--- src/rtl/sdte_pkg.sv ---
`default_nettype none
package sdte_pkg;

  typedef struct packed {
    logic [7:0] access_time_code;
    logic [7:0] access_clocks_code;
    logic       card_is_sd;
  } in_t;

  typedef struct packed {
    logic [2:0] timeout_multiplier;
    logic [3:0] timeout_cycles;
    logic       timeout_saturated;
  } out_t;

  typedef struct packed {
    logic load_in;
    logic ck_mul;
    logic ck_fix;
    logic p_mul;
    logic t_mul;
    logic t_fix;
    logic base;
    logic scale;
    logic search_step;
    logic load_out;
  } cmd_t;

  typedef struct packed {
    logic search_done;
  } status_t;

  localparam logic [24:0] ClkReset = 25'd20000000;

  // ceil(clk / 100000) by reciprocal: floor(2^43 / 100000)
  localparam logic [16:0] CkDiv    = 17'd100000;
  localparam logic [16:0] CkRound  = 17'd99999;
  localparam logic [26:0] CkRecip  = 27'd87960930;
  localparam int unsigned CkShift  = 43;

  // ceil(p / 10000) by reciprocal: floor(2^45 / 10000)
  localparam logic [13:0] TDiv     = 14'd10000;
  localparam logic [13:0] TRound   = 14'd9999;
  localparam logic [31:0] TRecip   = 32'd3518437208;
  localparam int unsigned TShift   = 45;

  localparam logic [2:0]  CodeMax   = 3'd7;
  localparam logic [3:0]  CyclesMax = 4'd15;

  localparam logic [6:0] MantTenths [16] = '{
    7'd0, 7'd10, 7'd12, 7'd13, 7'd15, 7'd20, 7'd25, 7'd30,
    7'd35, 7'd40, 7'd45, 7'd50, 7'd55, 7'd60, 7'd70, 7'd80
  };

  // ceil(mantissa / 10)
  localparam logic [3:0] MantCeil [16] = '{
    4'd0, 4'd1, 4'd2, 4'd2, 4'd2, 4'd2, 4'd3, 4'd3,
    4'd4, 4'd4, 4'd5, 4'd5, 4'd6, 4'd6, 4'd7, 4'd8
  };

  localparam logic [16:0] DecScale [6] = '{
    17'd1, 17'd10, 17'd100, 17'd1000, 17'd10000, 17'd100000
  };

  localparam logic [4:0] ShiftOfCode [8] = '{
    5'd0, 5'd4, 5'd7, 5'd8, 5'd10, 5'd12, 5'd16, 5'd20
  };

  // ceil(ceil(exp * mant / 10) / 10), folded per exponent
  function automatic logic [22:0] ns10_of(input logic [2:0] e, input logic [3:0] m);
    logic [23:0] prod;
    prod = 24'(DecScale[3'(e - 3'd2)]) * 24'(MantTenths[m]);
    unique case (e)
      3'd0:    ns10_of = {22'd0, (m != 4'd0)};
      3'd1:    ns10_of = {19'd0, MantCeil[m]};
      default: ns10_of = prod[22:0];
    endcase
  endfunction

endpackage
`default_nettype wire

--- src/rtl/sdte_ctrl.sv ---
`default_nettype none
module sdte_ctrl (
  input  wire logic              clk_i,
  input  wire logic              rst_ni,
  input  wire logic              in_valid_i,
  output logic                   in_stall_o,
  output logic                   out_valid_o,
  input  wire logic              out_stall_i,
  input  wire sdte_pkg::status_t status_i,
  output sdte_pkg::cmd_t         cmd_o
);
  import sdte_pkg::*;

  typedef enum logic [3:0] {
    StIdle, StCkMul, StCkFix, StPMul, StTMul, StTFix, StBase, StScale, StSearch
  } state_e;

  state_e state_q, state_d;
  logic   out_valid_q, out_valid_d;
  logic   out_free;

  assign out_free    = !out_valid_q || !out_stall_i;
  assign in_stall_o  = (state_q != StIdle);
  assign out_valid_o = out_valid_q;

  always_comb begin
    cmd_o   = '0;
    state_d = state_q;
    unique case (state_q)
      StIdle: begin
        if (in_valid_i) begin
          cmd_o.load_in = 1'b1;
          state_d       = StCkMul;
        end
      end
      StCkMul: begin
        cmd_o.ck_mul = 1'b1;
        state_d      = StCkFix;
      end
      StCkFix: begin
        cmd_o.ck_fix = 1'b1;
        state_d      = StPMul;
      end
      StPMul: begin
        cmd_o.p_mul = 1'b1;
        state_d     = StTMul;
      end
      StTMul: begin
        cmd_o.t_mul = 1'b1;
        state_d     = StTFix;
      end
      StTFix: begin
        cmd_o.t_fix = 1'b1;
        state_d     = StBase;
      end
      StBase: begin
        cmd_o.base = 1'b1;
        state_d    = StScale;
      end
      StScale: begin
        cmd_o.scale = 1'b1;
        state_d     = StSearch;
      end
      StSearch: begin
        if (!status_i.search_done) begin
          cmd_o.search_step = 1'b1;
        end else if (out_free) begin
          cmd_o.load_out = 1'b1;
          state_d        = StIdle;
        end
      end
      default: state_d = StIdle;
    endcase
  end

  always_comb begin
    priority if (cmd_o.load_out) begin
      out_valid_d = 1'b1;
    end else if (!out_stall_i) begin
      out_valid_d = 1'b0;
    end else begin
      out_valid_d = out_valid_q;
    end
  end

  always_ff @(posedge clk_i or negedge rst_ni) begin
    if (!rst_ni) begin
      state_q     <= StIdle;
      out_valid_q <= 1'b0;
    end else begin
      state_q     <= state_d;
      out_valid_q <= out_valid_d;
    end
  end

endmodule
`default_nettype wire

--- src/rtl/sdte_dp.sv ---
`default_nettype none
module sdte_dp (
  input  wire logic              clk_i,
  input  wire logic              rst_ni,
  input  wire logic              cfg_we_i,
  input  wire logic [24:0]       cfg_data_i,
  input  wire sdte_pkg::in_t     in_data_i,
  input  wire sdte_pkg::cmd_t    cmd_i,
  output sdte_pkg::status_t      status_o,
  output sdte_pkg::out_t         out_data_o
);
  import sdte_pkg::*;

  logic [24:0] clk_hz_q;
  in_t         in_q;
  logic [25:0] y_q;
  logic [22:0] ns10_q;
  logic [9:0]  ck0_q, ck_q;
  logic [31:0] z_q;
  logic [18:0] t0_q, t_q;
  logic [18:0] base_q;
  logic [24:0] clks_q;
  logic [25:0] cyc_q;
  logic [2:0]  code_q;
  out_t        out_q;

  logic [52:0] prod_ck;
  logic [26:0] ck_back;
  logic [25:0] ck_rem;
  logic [32:0] prod_p;
  logic [63:0] prod_t;
  logic [32:0] t_back;
  logic [32:0] t_rem;
  logic [24:0] scaled;
  logic [2:0]  code_nx;
  logic [19:0] mask_nx;
  logic [25:0] cyc_nx;
  logic        over;

  assign prod_ck = 53'(y_q) * 53'(CkRecip);
  assign ck_back = 27'(ck0_q) * 27'(CkDiv);
  assign ck_rem  = y_q - ck_back[25:0];
  assign prod_p  = 33'(ns10_q) * 33'(ck_q) + 33'(TRound);
  assign prod_t  = 64'(z_q) * 64'(TRecip);
  assign t_back  = 33'(t0_q) * 33'(TDiv);
  assign t_rem   = 33'(z_q) - t_back;
  assign scaled  = 25'(base_q) * (in_q.card_is_sd ? 25'd100 : 25'd10);

  assign code_nx = code_q + 3'd1;
  assign mask_nx = 20'((21'd1 << ShiftOfCode[code_nx]) - 21'd1);
  assign cyc_nx  = (26'(clks_q) + 26'(mask_nx)) >> ShiftOfCode[code_nx];

  assign over                 = (cyc_q > 26'(CyclesMax));
  assign status_o.search_done = !over || (code_q == CodeMax);
  assign out_data_o           = out_q;

  always_ff @(posedge clk_i or negedge rst_ni) begin
    if (!rst_ni) begin
      clk_hz_q <= ClkReset;
    end else if (cfg_we_i) begin
      clk_hz_q <= cfg_data_i;
    end
  end

  always_ff @(posedge clk_i) begin
    if (cmd_i.load_in) begin
      in_q   <= in_data_i;
      y_q    <= 26'(clk_hz_q) + 26'(CkRound);
      ns10_q <= ns10_of(in_data_i.access_time_code[2:0], in_data_i.access_time_code[6:3]);
    end
    if (cmd_i.ck_mul) begin
      ck0_q <= prod_ck[CkShift +: 10];
    end
    if (cmd_i.ck_fix) begin
      ck_q <= ck0_q + 10'(ck_rem >= 26'(CkDiv));
    end
    if (cmd_i.p_mul) begin
      z_q <= prod_p[31:0];
    end
    if (cmd_i.t_mul) begin
      t0_q <= prod_t[TShift +: 19];
    end
    if (cmd_i.t_fix) begin
      t_q <= t0_q + 19'(t_rem >= 33'(TDiv));
    end
    if (cmd_i.base) begin
      base_q <= 19'(in_q.access_clocks_code) * 19'd100 + t_q;
    end
    if (cmd_i.scale) begin
      clks_q <= scaled;
      cyc_q  <= 26'(scaled);
      code_q <= 3'd0;
    end
    if (cmd_i.search_step) begin
      code_q <= code_nx;
      cyc_q  <= cyc_nx;
    end
    if (cmd_i.load_out) begin
      out_q.timeout_multiplier <= over ? CodeMax : code_q;
      out_q.timeout_cycles     <= over ? CyclesMax : cyc_q[3:0];
      out_q.timeout_saturated  <= over;
    end
  end

endmodule
`default_nettype wire

--- src/rtl/sd_data_timeout_encoder_top.sv ---
// SD/MMC data-timeout encoder.
// Input channel (in_valid_i / in_stall_o): one request carries the CSD TAAC
// and NSAC bytes and the SD flag. A request is taken when valid is high and
// stall is low; stall is high while a request is being worked on.
// Output channel (out_valid_o / out_stall_i): one result per request, the
// multiplier code, the cycle count and the saturation flag.
// Config channel (cfg_valid_i / cfg_ready_o): card clock in Hz, always ready.
// Sequence: from acceptance the sequencer runs the clock multiply and correct,
// product multiply, time multiply and correct, base and scale steps, then up to
// 7 shift trials (one per cycle in the search step) before the result is loaded
// into the output register and out_valid_o rises.
// A finished result waits in the output register while out_stall_i is high;
// the next request is taken once that result is loaded there, and its own
// result waits in the datapath until the output register frees.
// Reset: no result pending, sequencer idle, card clock 20000000 Hz.
`default_nettype none
module sd_data_timeout_encoder_top (
  input  wire logic           clk_i,
  input  wire logic           rst_ni,
  input  wire logic           cfg_valid_i,
  output logic                cfg_ready_o,
  input  wire logic [24:0]    cfg_data_i,
  input  wire logic           in_valid_i,
  output logic                in_stall_o,
  input  wire sdte_pkg::in_t  in_data_i,
  output logic                out_valid_o,
  input  wire logic           out_stall_i,
  output sdte_pkg::out_t      out_data_o
);
  import sdte_pkg::*;

  cmd_t    cmd;
  status_t status;

  assign cfg_ready_o = 1'b1;

  sdte_ctrl u_ctrl (
    .clk_i       (clk_i),
    .rst_ni      (rst_ni),
    .in_valid_i  (in_valid_i),
    .in_stall_o  (in_stall_o),
    .out_valid_o (out_valid_o),
    .out_stall_i (out_stall_i),
    .status_i    (status),
    .cmd_o       (cmd)
  );

  sdte_dp u_dp (
    .clk_i      (clk_i),
    .rst_ni     (rst_ni),
    .cfg_we_i   (cfg_valid_i && cfg_ready_o),
    .cfg_data_i (cfg_data_i),
    .in_data_i  (in_data_i),
    .cmd_i      (cmd),
    .status_o   (status),
    .out_data_o (out_data_o)
  );

endmodule
`default_nettype wire

--- config.mk ---
export PLATFORM = sky130hd
export DESIGN_NAME = sd_data_timeout_encoder_top
export DESIGN_NICKNAME = d
export VERILOG_FILES = /design/src/rtl/sdte_pkg.sv /design/src/rtl/sdte_ctrl.sv /design/src/rtl/sdte_dp.sv /design/src/rtl/sd_data_timeout_encoder_top.sv
export SDC_FILE = /design/constraint.sdc
export NUM_CORES = 2
export LEC_CHECK = 0
export BUFFER_PORTS_ARGS = -buffer_cell sky130_fd_sc_hd__buf_4
export CORE_MARGIN = 1.5
export CORE_UTILIZATION = 45
export CTS_CLUSTER_SIZE = 14
export DETAILED_ROUTE_END_ITERATION = 16
export MAX_ROUTING_LAYER = met4
export PLACE_DENSITY = 0.59
export RECOVER_POWER = 100
export SLEW_MARGIN = 20
export SYNTH_ARGS = -nofsm -noshare
export SYNTH_HDL_FRONTEND = slang
export SYNTH_SLANG_ARGS = --single-unit
--- constraint.sdc ---
create_clock -name clk_i -period 27.3 [get_ports clk_i]
set_input_delay 4.095 -clock clk_i [delete_from_list [all_inputs] [get_ports clk_i]]
set_output_delay 4.095 -clock clk_i [all_outputs]
set_load 0.01 [all_outputs]
# Yosys cells after proc, flatten, opt, wreduce, memory -nomap -nowiden
# Memories as Yosys holds them, arrays and structs flattened.
# Index checks and enable logic that the tools add are counted.
totals:
  reg_bits: 259
  romBits: 352
  input_bits: 47
  output_inout_bits: 11
  word_cells: 111
  memories: 4
mem_list:
  columns: ["memory", "depth", "width", "rd", "rd_clocked_by_memory_dff", "wr", "line", "rtl"]
  rows:
  - ["(no name shown)", 8, 17, 1, 0, 0, "sdte_pkg.sv:72", "prod = 24'(DecScale[3'(e - 3'd2)]) * 24'(MantTenths[m]);"]
  - ["(no name shown)", 16, 7, 1, 0, 0, "sdte_pkg.sv:72", null]
  - ["(no name shown)", 16, 4, 1, 0, 0, "sdte_pkg.sv:75", "3'd1: ns10_of = {19'd0, MantCeil[m]};"]
  - ["(no name shown)", 8, 5, 1, 0, 0, "sdte_dp.sv:51", "assign cyc_nx = (26'(clks_q) + 26'(mask_nx)) >> ShiftOfCode[code_nx];"]
op_classes:
  addsub: 11
  mul: 8
  magnitude_cmp: 6
  eq_ne: 14
  n_shift: 2
  n_mux: 33
  bitwise: 3
  n_reduce_logical: 11
op_table:
  columns: ["cell", "count"]
  rows:
  - ["multiplier 32 x 29 -> 61 bit, second input constant", 1]
  - ["multiplier 26 x 26 -> 52 bit, second input constant", 1]
  - ["2-to-1 mux 26 bit", 2]
  - ["case mux 23 bit (2 select lines)", 1]
  - ["case mux 4 bit (9 select lines)", 1]
  - ["2-to-1 mux 17 bit", 2]
  - ["greater-or-equal comparator 33 x 14 -> 1 bit, second input constant", 1]
  - ["subtractor 32 x 33 -> 33 bit", 1]
  - ["adder 32 x 14 -> 32 bit, second input constant", 1]
  - ["multiplier 23 x 10 -> 32 bit", 1]
  - ["multiplier 19 x 10 -> 29 bit, second input constant", 1]
  - ["adder 25 x 17 -> 26 bit, second input constant", 1]
  - ["adder 25 x 20 -> 26 bit", 1]
  - ["greater-or-equal comparator 26 x 17 -> 1 bit, second input constant", 1]
  - ["> comparator 26 x 4 -> 1 bit, second input constant", 1]
  - [">> shifter 26 x 5 -> 26 bit", 1]
  - ["subtractor 26 bit", 1]
  - ["multiplier 19 x 25 -> 25 bit", 1]
  - ["multiplier 17 x 7 -> 23 bit", 1]
  - ["multiplier 10 x 12 -> 21 bit, second input constant", 1]
  - ["2-to-1 mux 7 bit", 3]
  - ["2-to-1 mux 4 bit", 5]
  - ["left shift 1 x 5 -> 20 bit, first input constant", 1]
  - ["subtractor 20 x 1 -> 20 bit, second input constant", 1]
  - ["29 further kinds", 56]

# Longest topological paths before layout
logic_depth:
  depth_word: 10
  mapped_depth: 41
  mapped_depth_nobuf: 41

# By module
# A second synthesis with hierarchy kept.
hier_totals:
  hier_cells: 6394
  area_unflattened_um2: 62506.2
by_module_without_submodules:
  columns: ["mod", "instances", "cells_per_inst", "area_each_um2", "seq_area_each_um2"]
  rows:
  - ["sdte_dp", 1, 6356, 62173.4, 7482.2]
  - ["sdte_ctrl", 1, 36, 321.6, 125.1]
  - ["sd_data_timeout_encoder_top", 1, 2, 11.3, 0.0]

# Least setup slack after synthesis
# No wires, ideal clock.
synth_timing:
  path_kind: "input port to flip-flop"
  from: "input in_data_i[14] (netlist name)"
  to: "register u_dp.ns10_q[22], data pin"
  t_arrival_ns: 9.106
  required_ns: 27.028
  path_slack_ns: 17.922
  path_stages: 26
  cell_sequence: "clkbuf_1 clkbuf_1 nor2_1 a311oi_1 clkbuf_1 nand2_1 fa_1 inv_1 ha_1 ha_1 inv_1 fa_1 inv_1 ha_1 a21o_1 a21oi_1 o21bai_1 a21oi_1 nor2b_1 o21a_1 o21bai_1 a31oi_1 a211o_1 a21oi_1 xnor2_1 nor2_1"
synth_between:
  elab_chain_cells: 6
synth_rtl:
  columns: ["element", "line", "rtl"]
  rows:
  - ["from (decl)", "sd_data_timeout_encoder_top.sv:25", "input wire sdte_pkg::in_t in_data_i,"]
  - ["NOT 4 -> 5 bit (not written as such)", "sdte_pkg.sv:72", null]
  - ["memory (16 x 7 bit)", null, null]
  - ["2-to-1 mux 7 bit (not written as such) (2 in series)", "sdte_pkg.sv:72", null]
  - ["multiplier 17 x 7 -> 23 bit", "sdte_pkg.sv:72", null]
  - ["case mux 23 bit (2 select lines)", "sdte_pkg.sv:73", "unique case (e)"]
  - ["to (signal assigned)", "sdte_dp.sv:69", "ns10_q <= ns10_of(in_data_i.access_time_code[2:0], in_data_i.access_time_code[6:3]);"]
  - ["to (decl)", "sdte_dp.sv:17", "logic [22:0] ns10_q;"]
# No other way between the ends. The select of a mux whose other input is x is not followed.
# A chain may end at the register's enable or synchronous reset.

# Final worst setup path
layout_timing:
  from: "register u_dp.t0_q[5]"
  to: "register u_dp.t_q[18], data pin"
layout_between:
  elab_chain_cells: 4
layout_rtl:
  columns: ["element", "line", "rtl"]
  rows:
  - ["from (decl)", "sdte_dp.sv:20", "logic [18:0] t0_q, t_q;"]
  - ["from (signal assigned)", "sdte_dp.sv:81", "t0_q <= prod_t[TShift +: 19];"]
  - ["multiplier 19 x 10 -> 29 bit", "sdte_dp.sv:45", "assign t_back = 33'(t0_q) * 33'(TDiv);"]
  - ["subtractor 32 x 33 -> 33 bit", "sdte_dp.sv:46", "assign t_rem = 33'(z_q) - t_back;"]
  - ["greater-or-equal comparator 33 x 14 -> 1 bit", "sdte_dp.sv:84", "t_q <= t0_q + 19'(t_rem >= 33'(TDiv));"]
  - ["adder 19 x 1 -> 19 bit (*)", "sdte_dp.sv:84", null]
  - ["to (signal assigned)", "sdte_dp.sv:84", null]
  - ["to (decl)", "sdte_dp.sv:20", null]
# Mark *: on every way between the ends. The rest lies on a longest branch, timed or not.

==> flow_metrics.env <==
export IMPL_slowest_stage="or4b_1"
export IMPL_die_y_um=372.3
export IMPL_yosysSeqAreaShare=0.1240
export IMPL_hold_viol=0
export IMPL_fin_crit_sh=0.3793
export IMPL_dieArea_um2=138600
export IMPL_start_util=0.4535
export IMPL_worstMarginPinSlew_ns=3.254
export IMPL_setup_tns_ns=0
export IMPL_drcViolationCount=0
export IMPL_yosysWarnings=0
export IMPL_fin_nets=8484
export IMPL_synth_cell_type_count=89
export IMPL_post_route_min_period_ns=10.35
export IMPL_drtIter0Drc=1963
export IMPL_antenna_found_initial=1
export IMPL_coreArea_um2=135300
export IMPL_setup_viol=0
export IMPL_grt_max_degree=50
export IMPL_diodes=0
export IMPL_syn2layout_area_growth_pct=5.859
export IMPL_ys_ff_latch=258
export IMPL_worst_slack_ns=16.95
export IMPL_grt_pass1_wl_mm=229.1
export IMPL_preCtsSetupSlack_ns=17.08
export IMPL_fp_row_count=135
export IMPL_avgSynthCellArea_um2=9.851
export IMPL_clkTransAtPathRegs_ns=0.07
export IMPL_cts_sinks=258
export IMPL_grt_pass1_vias=43470
export IMPL_gp_congestion=0.9118
export IMPL_clockBufferDepth=3
export IMPL_port_buffers=55
export IMPL_async_flop_share=0.1163
export IMPL_layout_drive_gt1_share=0.03424
export IMPL_wl_per_cell_um=17.17
export IMPL_hold_depth=0
export IMPL_synth_edf_count=228
export IMPL_cts_hold_buf=0
export IMPL_reg2regPathDepth=39
export IMPL_numCtsBuffers=34
export IMPL_clk_latency_ns=0.60
export IMPL_end_kind="flip-flop"
export IMPL_track_usage=0.2156
export IMPL_boundaryPins=58
export IMPL_hp_class="flip-flop to flip-flop"
export IMPL_fmax_mhz=96.58
export IMPL_cp_max_fo=5
export IMPL_synth_area_um2=61360
export IMPL_postCtsSetupRepairBufs=0
export IMPL_num_vias=41180
export IMPL_cts_resized=0
export IMPL_crit_arrival_ns=10.68
export IMPL_rsz0062_at_grt="no"
export IMPL_maxCapViolations=9
export IMPL_drtAntennaViolNets=0
export IMPL_path_class="flip-flop to flip-flop"
export IMPL_regArea_um2=7607
export IMPL_multi_input_area_um2=47290
export IMPL_htreeDepth=2
export IMPL_status="complete, but fails checks"
export IMPL_skew_ns=0.03154
export IMPL_die_width_um=372.3
export IMPL_dr_pass1_iters=5
export IMPL_violations="capacitance limit, slew limit"
export IMPL_maxSlewHeadroom=-1.170
export IMPL_finalMaxSlewViolations=227
export IMPL_synth_cells=6228
export IMPL_critPathLaunchType="flip-flop"
export IMPL_worstPathRequired_ns=27.63
export IMPL_fillerInstances=12750
export IMPL_slowest_delay_ns=0.57
export IMPL_clockRootBuffer="clkbuf_16"
export IMPL_cts_tree="built"
export IMPL_vias_per_cell=5.108
export IMPL_grt_overflow=0
export IMPL_synthFlopType="edfxtp_1"
export IMPL_wirelength_mm=138.4
export IMPL_dp_hpwl_mm=116.5
==> cells in the final DEF, fill, tap and decap left out, types with 13 or more instances in the layout <==
cell type,n
nand2_1,345
o211ai_1,22
ha_1,1176
fa_1,1007
a211oi_1,18
a31oi_1,17
edfxtp_1,228
clkbuf_1,29
nor4_1,18
mux2_2,25
dfrtp_1,22
a21o_1,84
buf_4,70
o21a_1,46
a221oi_1,14
nand2b_1,47
o31ai_1,13
clkbuf_16,35
nor2b_1,50
o22ai_1,14
nor3_1,63
nand3_1,62
xnor2_1,151
o21ai_0,114
and3_1,25
xor2_1,88
and2_1,136
inv_1,1601
nand4_1,25
o21bai_1,22
a21oi_1,192
or2_2,28
nor2_1,238
==> registers in the layout (all words and copies together) (netlist names), 23 cells and up <==
register	count
u_dp.clk_hz_q	25
u_dp.y_q	26
u_dp.clks_q	24
u_dp.ns10_q	23
u_dp.z_q	32
u_dp.cyc_q	26
==> cells in the mapped netlist, types with 84 or more instances <==
master    count  area [um2]
nand2_1     345        1295
ha_1       1176       14710
a21oi_1     191       955.9
xnor2_1     151        1323
fa_1       1007       20160
o21ai_0     112       560.5
clkbuf_1    109       409.1
inv_1      1601        6010
xor2_1       88       770.7
edfxtp_1    228        6847
and2_1      147       919.6
nor2_1      239       897.1
a21o_1       84       630.6
==> per-stage QoR <==
stage                     hold WS, ns  cell area, um2  utilization  std cells
final                          0.4897           64950       0.4800       8061
after global placement         0.4938           63990       0.4729       7999
after floorplan                0.4003           61360            -       6230
after detailed placement       0.4895           63990       0.4729       7999
after CTS                      0.5093           65090       0.4811       8061
after global routing           0.5006           64950       0.4800       8061
==> layer usage <==
| metal | routed length [um] | GRT usage |
|---|---|---|
| met5 | 0 | - |
| met4 | 2895 | 0.04558 |
| met3 | 5796 | 0.02382 |
| met2 | 64210 | 0.3448 |
| met1 | 65500 | 0.2955 |
==> worst max-delay path: cells and delay by family (launching register included) <==
family	cells	cell delay [ns]
compound gates	11	2.28
xor+xnor	2	0.24
fa+ha+maj	9	3.23
buf+inv	6	0.44
flops	1	0.54
simple gates	11	3.28
==> layout make-up <==
class,count,share of cell area
Clock buffer,41,0.01399
Clock inverter,21,0.002986
Inverter,1604,0.09270
Multi-Input combinational cell,4251,0.7281
Sequential cell,258,0.1171
Tap cell,1781,0.03431
Timing Repair Buffer,105,0.01075
==> kinds of logic after synthesis <==
group                    after synthesis  synth area share
buffers and inverters               1721            0.1054
AO/OA/AOI/OAI                        699           0.07584
XOR/XNOR                             239           0.03412
flip-flops                           258            0.1240
adder cells (fa/ha/maj)             2183            0.5684
multiplexers                          34          0.006261
other                                  2         0.0001224
AND/OR/NAND/NOR                     1092           0.08587
==> path summary, 6_finish.rpt <==
kind / startpoint / to / slack (ns)
min in group asynchronous: rst_ni / u_ctrl.state_q[0]$_DFFE_PN0P_ / 4.21
max reg2reg: u_dp.t0_q[5]$_DFFE_PP_ / u_dp.t_q[18]$_DFFE_PP_ / 16.95
max: u_dp.t0_q[5]$_DFFE_PP_ / u_dp.t_q[18]$_DFFE_PP_ / 16.95
max in group asynchronous: rst_ni / u_dp.clk_hz_q[12]$_DFFE_PN0P_ / 21.64
min: u_dp.t_q[1]$_DFFE_PP_ / u_dp.base_q[1]$_DFFE_PP_ / 0.49
min reg2reg: u_dp.t_q[1]$_DFFE_PP_ / u_dp.base_q[1]$_DFFE_PP_ / 0.49
Power is not shown: default switching activity piles up to over one toggle a cycle in this logic, so the estimate is an artifact.
